<file path="config.mk">
export PLATFORM = sky130hd
export DESIGN_NAME = mdbp_cell
export DESIGN_NICKNAME = d
export VERILOG_FILES = /design/src/rtl/core/mdbp_pkg.sv /design/src/rtl/core/mdbp_cell.sv
export SDC_FILE = /design/constraint.sdc
export NUM_CORES = 1
export LEC_CHECK = 0
export BUFFER_PORTS_ARGS = -buffer_cell sky130_fd_sc_hd__buf_2
export CAP_MARGIN = 25
export CORE_ASPECT_RATIO = 0.5
export CORE_MARGIN = 8
export CORE_UTILIZATION = 50
export CTS_BUF_LIST = sky130_fd_sc_hd__clkbuf_8
export CTS_CLUSTER_DIAMETER = 40
export DETAILED_ROUTE_END_ITERATION = 10
export PLACE_DENSITY = 0.87
export SYNTH_ARGS = -nofsm -noshare
export SYNTH_HDL_FRONTEND = slang
export SYNTH_SLANG_ARGS = --single-unit
</file>
<file path="constraint.sdc">
create_clock -name aclk -period 11.7 [get_ports aclk]
set_input_delay 2.34 -clock aclk [delete_from_list [all_inputs] [get_ports aclk]]
set_output_delay 2.34 -clock aclk [all_outputs]
set_load 0.1 [all_outputs]
</file>
<file path="src/rtl/core/mdbp_pkg.sv">
`timescale 1ns / 1ps
// ----------------------------------------------------------------------------
// mdbp_pkg: shared types and constants of the min-degree batch pair pool
// Entry status codes, request kinds, result codes and the pool size default.
// ----------------------------------------------------------------------------
package mdbp_pkg;

    localparam int DEF_POOL_DEPTH = 256;

    localparam int DEG_W   = 16;
    localparam int HND_W   = 16;
    localparam int LIM_W   = 9;
    localparam int STAMP_W = 32;

    typedef enum logic [1:0] {
        ST_FREE  = 2'd0,
        ST_POOL  = 2'd1,
        ST_BATCH = 2'd2
    } ent_status_t;

    typedef enum logic [1:0] {
        KIND_INSERT  = 2'd0,
        KIND_PREPARE = 2'd1,
        KIND_TAKE    = 2'd2
    } kind_t;

    typedef enum logic [1:0] {
        RES_OK    = 2'd0,
        RES_EMPTY = 2'd1,
        RES_FULL  = 2'd2
    } res_t;

    // sequencer states of the top level
    typedef enum logic [1:0] {
        S_IDLE,
        S_RUN,
        S_DONE
    } seq_state_t;

    // operation broadcast to every cell for one pass
    typedef enum logic [2:0] {
        OP_NONE,
        OP_INSERT,
        OP_DISCARD,
        OP_SCAN_MIN,
        OP_MARK,
        OP_TAKE_FIND,
        OP_TAKE_FREE
    } cell_op_t;

    // token carried from cell to cell
    typedef struct packed {
        logic               found;   // a candidate has been seen
        logic [DEG_W-1:0]   degree;
        logic [HND_W-1:0]   handle;
        logic [STAMP_W-1:0] age;
        logic [12:0]        count;   // wide enough for any depth in range
        logic [12:0]        index;
        logic               done;    // insert or mark already applied
    } token_t;

    typedef struct packed {
        cell_op_t           op;
        logic [DEG_W-1:0]   degree;
        logic [HND_W-1:0]   handle;
        logic [STAMP_W-1:0] seq;
        logic [12:0]        cap;
        logic [12:0]        target;
    } cell_cmd_t;

endpackage

</file>
<file path="src/rtl/core/mdbp_cell.sv">
`timescale 1ns / 1ps
// ----------------------------------------------------------------------------
// mdbp_cell: one slot of the pair pool
// Holds one pair and updates the token passing through it per operation.
// ----------------------------------------------------------------------------
module mdbp_cell (
    input  logic               aclk,
    input  logic               aresetn,
    input  logic               en,
    input  logic [12:0]        my_index,
    input  mdbp_pkg::cell_cmd_t cmd,
    input  mdbp_pkg::token_t   tok_in,
    output mdbp_pkg::token_t   tok_out
);
    import mdbp_pkg::*;

    ent_status_t        status_reg, status_next;
    logic [DEG_W-1:0]   degree_reg, degree_next;
    logic [HND_W-1:0]   handle_reg, handle_next;
    logic [STAMP_W-1:0] stamp_reg, stamp_next;
    logic [STAMP_W-1:0] age;

    assign age = cmd.seq - stamp_reg;

    // token update and slot update
    always_comb begin
        tok_out     = tok_in;
        status_next = status_reg;
        degree_next = degree_reg;
        handle_next = handle_reg;
        stamp_next  = stamp_reg;
        case (cmd.op)
            OP_INSERT: begin
                if (!tok_in.done && status_reg == ST_FREE) begin
                    tok_out.done = 1'b1;
                    status_next  = ST_POOL;
                    degree_next  = cmd.degree;
                    handle_next  = cmd.handle;
                    stamp_next   = cmd.seq;
                end
            end
            OP_DISCARD: begin
                if (status_reg == ST_BATCH) status_next = ST_FREE;
            end
            OP_SCAN_MIN: begin
                if (status_reg == ST_POOL) begin
                    if (!tok_in.found || degree_reg < tok_in.degree) begin
                        tok_out.found  = 1'b1;
                        tok_out.degree = degree_reg;
                        tok_out.count  = 13'd1;
                    end else if (degree_reg == tok_in.degree) begin
                        tok_out.count = tok_in.count + 13'd1;
                    end
                end
            end
            OP_MARK: begin
                // the target found by the previous pass is marked, the other
                // entries of the degree look for the next newest one
                if (status_reg == ST_POOL && degree_reg == cmd.degree
                        && !tok_in.done && my_index == cmd.target) begin
                    status_next  = ST_BATCH;
                    tok_out.done = 1'b1;
                end else if (status_reg == ST_POOL && degree_reg == cmd.degree) begin
                    // search newest unmarked entry of the degree
                    if (!tok_in.found || age < tok_in.age) begin
                        tok_out.found = 1'b1;
                        tok_out.age   = age;
                        tok_out.index = my_index;
                    end
                end
            end
            OP_TAKE_FIND: begin
                // on equal ages the higher index counts as older
                if (status_reg == ST_BATCH) begin
                    if (!tok_in.found || age >= tok_in.age) begin
                        tok_out.found  = 1'b1;
                        tok_out.age    = age;
                        tok_out.index  = my_index;
                        tok_out.degree = degree_reg;
                        tok_out.handle = handle_reg;
                    end
                end
            end
            OP_TAKE_FREE: begin
                if (my_index == cmd.target) status_next = ST_FREE;
            end
            default: ;
        endcase
    end

    always_ff @(posedge aclk) begin
        if (!aresetn) begin
            status_reg <= ST_FREE;
        end else if (en) begin
            status_reg <= status_next;
        end
    end

    always_ff @(posedge aclk) begin
        if (en) begin
            degree_reg <= degree_next;
            handle_reg <= handle_next;
            stamp_reg  <= stamp_next;
        end
    end

endmodule

</file>
== Word-level counts from Yosys, hierarchy flattened ==
Cells that the tools add are included.
Storage, ports and cells
  flip-flop bits (word level): 66
  bits of input ports: 201
  output and inout port bits: 92
  word-level logic and storage cells: 69
Cells by class
  add/subtract/negate cells: 2
  order comparisons: 3
  eq/ne operators: 15
  multiplexer cells: 32
  reductions and logical operators: 13
Operator list (count)
  65-bit 2-to-1 mux: 2
  13-bit 2-to-1 mux: 9
  32-bit 2-to-1 mux: 3
  32-bit one-hot mux with 2 select lines: 1
  17-bit 2-to-1 mux: 2
  16-bit equality test: 2
  32-bit >= comparator: 1
  32-bit < comparator: 1
  16-bit one-hot mux with 2 select lines: 1
  32-bit subtractor: 1
  13-bit one-hot mux with 2 select lines: 1
  16-bit < comparator: 1
  16-bit 2-to-1 mux: 1
  13-bit by 1-bit adder with 13-bit output (second input constant): 1
  13-bit equality test: 1
  3-bit equality test (second input constant): 3
  2-bit 2-to-1 mux: 4
  2-bit != test (second input constant): 4
  2-bit one-hot mux with 4 select lines: 1
  3-bit by 2-bit equality test with 1-bit output (second input constant): 2
  6-bit AND reduction: 1
  1-bit 2-to-1 mux: 5
  1-bit logical AND: 4
  4-bit nonzero test: 1
  other kinds (9): 12

== Longest topological paths before layout ==
  depth after elaboration: 7
  mapped depth: 23
  mapped depth without buffers: 21

== Worst setup path after synthesis ==
OpenSTA, ideal clock, no wires.
  path kind: input port to output port
  start: in cmd[26] in the netlist's numbering
  end: out tok_out[55] in the netlist's numbering
  arrival time: 8.004 ns
  slack: 1.356 ns
  stages on the path: 22
  buffers on the path: 2
  cell sequence: inv_1 ha_1 inv_1 fa_1 a21oi_1 o21ai_0 o21ai_0 a21oi_1 o2111ai_1 nand3b_1 xor2_1 ha_1 and2_0 a221o_1 a21oi_1 o211ai_1 a21oi_4 o21bai_4 nor2b_4 buf_6 buf_12 o31ai_1
RTL lines
  start, declared: RTL line mdbp_cell.sv:11  | input mdbp_pkg::cell_cmd_t cmd,
  end, declared: RTL line mdbp_cell.sv:13  | output mdbp_pkg::token_t tok_out

==> results.py <==
metrics = {
    "synthesis": {
        "synthMuxAreaShare_pct": 12.98,
        "syn_area_um2": 6873,
        "synth_top_family_by_area": "compound AO/OA/AOI/OAI gates",
        "synth_flop_cell": "edfxtp_1",
        "yosysUniqueCellTypes": 66,
        "ys_seq_elements": 66,
        "synth_area_per_cell_um2": 9.467,
        "synth-seq-area-share_pct": 28.55,
        "synth_cells": 726,
        "synth_edf_count": 64,
        "ys_async_sr_fraction_pct": 0,
        "synth-adder-area-share_pct": 14.86,
        "yosys_warnings": 0,
        "synth_fp_nets": 1008,
        "synth-simple-area-share_pct": 13.03,
        "synth_compound_area_share_pct": 15.35,
        "synthXorXnorAreaFrac_pct": 8.156,
    },
    "global_routing": {
        "grt_usage_pct": 22.32,
        "grt_pass1_vias": 6694,
        "antenna_found_initial": 4,
        "grt_max_degree": 57,
        "grt_pass1_wl_um": 32840,
        "overflow": 0,
    },
    "power_and_ir_drop": {
        "seq_power_share_pct": 33.0,
        "comb_power_share_pct": 42.4,
        "p_per_area_nw_per_um2": 93.10,
        "ir_drop_mv": 0.04733,
        "internal_power_uw": 460.1,
        "clkPwrFrac_pct": 24.6,
        "p_leak_nw": 4.205,
        "p_switching_uw": 337.9,
        "p_sw_share_pct": 42.34,
    },
    "clock_network": {
        "cts_htree_levels": 3,
        "clk_latency_ns": 0.36,
        "cts.path.max_buffers": 2,
        "cts_resized": 0,
        "cts_buffers": 9,
        "cts_tree": "done",
        "cts.sinks": 66,
        "cts_setup_buffers": 0,
        "hold_buffers": 0,
        "cts.clk_slew.worst_paths_ns": 0.07,
        "root_buffer": "clkbuf_8",
    },
    "critical_path": {
        "r2r_slack_ns": 9.53,
        "critPathRequiredTime_ns": 9.36,
        "crit_type": "in -> out",
        "crit_fanout": 29,
        "max_stage_delay_ns": 0.67,
        "startpoint_type": "input pin",
        "cp_common_cell": "a21oi_1",
        "critPathArrivalTime_ns": 7.93,
        "cp_cell_sequence": "buf_2 > inv_1 > ha_1 > inv_1 > fa_1 > a21oi_1 > o21ai_0 > o21ai_0 > a21oi_1 > o2111ai_1 > nand4_1 > a21oi_1 > nor2_1 > ha_1 > and4_1 > nand4_1 > nor2_1 > a21oi_1 > a21oi_4 > nand2b_4 > mux2i_1 > buf_2",
        "crit_path_end_kind": "output port",
        "crit_slowest_cell": "a21oi_4",
    },
    "finish": {
        "fin_cells": 1182,
        "drive_gt1_share_pct": 37.69,
        "final_nets": 1280,
        "largest_reg_flops": 32,
        "area_delta_synth_final_pct": 24.70,
    },
    "timing": {
        "drv_slew": 0,
        "fin_crit_sh_pct": 87.79,
        "min_period_ns": 10.27,
        "grt_setup_unrepaired": "false",
        "fin_tns_setup_ns": 0,
        "finalWorstSetupSlack_ns": 1.428,
        "finalHoldViolations": 0,
        "worst_pin_slew_ns": 0.9645,
        "skew_ns": 0.01409,
        "setup_viol": 0,
        "clock.fmax_ghz": 0.09736,
        "maxSlewHeadroom_pct": 35.58,
    },
    "placed_design": {
        "place_congestion": 0.9512,
        "pre_cts_slack_ns": 1.511,
        "dp_hpwl_um": 17560,
        "dp.cells": 1163,
        "io_buffers": 279,
    },
    "die": {
        "die-width_um": 181.8,
        "dieArea_um2": 17980,
        "start_util_pct": 51.00,
        "fp-row-count": 30,
        "boundaryPins": 293,
        "core-area_um2": 13480,
        "die_height_um": 98.91,
    },
    "detailed_routing": {
        "detail_route.wl_per_cell_um": 17.76,
        "drt_iter0_markers": 303,
        "drc": 0,
        "drtAntennaViolNets": 0,
        "wirelength_um": 20990,
        "vias": 6473,
        "first_pass_iters": 4,
        "viasPerCell": 5.476,
    },
    "min_path": {
        "worstHoldPathType": "reg -> reg",
    },
    "run": {
        "timing.max_cap.violations": 0,
    },
    "run_status": {
        "status": "complete, no violations",
    },
}
## worst max-delay path, delay by kind of cell
| family | cells | cell delay [ns] |
|---|---|---|
| AO/OA/AOI/OAI | 8 | 2.38 |
| adder cells (fa/ha/maj) | 3 | 0.85 |
| AND/OR/NAND/NOR | 6 | 1.41 |
| multiplexers | 1 | 0.26 |
| buffers and inverters | 4 | 0.68 |
## cells in the mapped netlist, types with 4 or more instances
library cell	n	area, um2
a211oi_1	6	45.04
mux2_4	8	120.1
nand2b_1	8	50.05
mux2_2	60	675.7
nand3b_1	5	37.54
xnor2_1	31	271.5
buf_6	5	56.30
or3_1	6	37.54
a31oi_1	4	25.02
a21o_1	27	202.7
nand2_1	34	127.6
inv_1	95	356.6
o31ai_1	4	30.03
ha_1	80	1001
edfxtp_1	64	1922
a21oi_1	53	265.3
mux2_1	5	56.30
and3_1	9	56.30
o21a_1	4	30.03
mux2i_1	4	40.04
xor2_1	33	289.0
nor2b_1	10	62.56
o21ai_0	25	125.1
nor3_1	10	50.05
clkbuf_1	8	30.03
o21bai_1	4	30.03
nor2_1	33	123.9
nand4_1	18	112.6
nand3_1	13	65.06
o211ai_1	5	37.54
## per-stage QoR
step	area, um2	total power [mW]	hold WS (ns)	utilization (%)
6_report	8571	0.7980	0.5319	63.60
5_1_grt	8571	0.8349	0.5573	63.60
4_1_cts	8563	0.8008	0.5370	63.55
3_3_place_gp	8368	0.5948	0.5097	62.10
3_5_place_dp	8368	0.6034	0.5185	62.10
2_1_floorplan	6873	0.5182	0.4943	-
## power groups by stage
stage | registers, mW | clock network, mW | logic (mW)
global placement | 0.269 | 0 | 0.326
detailed placement | 0.269 | 0 | 0.335
global route | 0.263 | 0.211 | 0.360
floorplan | 0.268 | 0 | 0.250
CTS | 0.263 | 0.201 | 0.336
finish | 0.263 | 0.197 | 0.338
## cell type report
type                       count  area (um2)
fill                        1154        4905
multi-input combinational    546        4425
sequential                    66        1962
timing repair buffer         280        1404
inverter                      95       356.6
tap                          176       220.2
clock buffer                   9       123.9
clock inverter                 7       71.32
antenna                        3       7.507
## worst paths after layout
kind / from / end / depth (start not counted)
min reg2reg: status_reg[0]$_SDFFE_PN0P_ / status_reg[0]$_SDFFE_PN0P_ / 1
max: cmd[26] / tok_out[27] / 22
min: status_reg[0]$_SDFFE_PN0P_ / status_reg[0]$_SDFFE_PN0P_ / 1
max reg2reg: degree_reg[9]$_DFFE_PP_ / status_reg[1]$_SDFFE_PN0P_ / 7
## layout by cell type, fill, tap and decap left out, types with 5 or more instances in the layout
| cell | Yosys | final |
|---|---|---|
| mux2_4 | 8 | 8 |
| mux2_2 | 60 | 60 |
| xor2_1 | 33 | 33 |
| nand2b_1 | 8 | 8 |
| and3_1 | 9 | 9 |
| inv_1 | 95 | 96 |
| nand4_1 | 18 | 18 |
| nor2_1 | 33 | 33 |
| nand3_1 | 13 | 13 |
| nand2_1 | 34 | 34 |
| mux2_1 | 5 | 5 |
| o21ai_0 | 25 | 25 |
| nand3b_1 | 5 | 5 |
| o211ai_1 | 5 | 5 |
| a211oi_1 | 6 | 6 |
| buf_2 | 3 | 279 |
| nor3_1 | 10 | 10 |
| ha_1 | 80 | 80 |
| xnor2_1 | 31 | 31 |
| a21oi_1 | 53 | 53 |
| or3_1 | 6 | 6 |
| edfxtp_1 | 64 | 64 |
| clkbuf_8 | 0 | 9 |
| a21o_1 | 27 | 27 |
| nor2b_1 | 10 | 10 |
## kinds of logic after synthesis
logic type | after synthesis
xor+xnor | 64
flops | 66
fa+ha+maj | 81
buf+inv | 114
simple gates | 165
compound gates | 159
mux | 77
## per-layer routing
layer / part of all wire [%] / global-route usage, %
met4: 3.0 / 8.641
met2: 50 / 40.64
met5: 0.048 / 0
met1: 41 / 25.46
met3: 5.7 / 4.552
(Power assumes the default switching activity.)
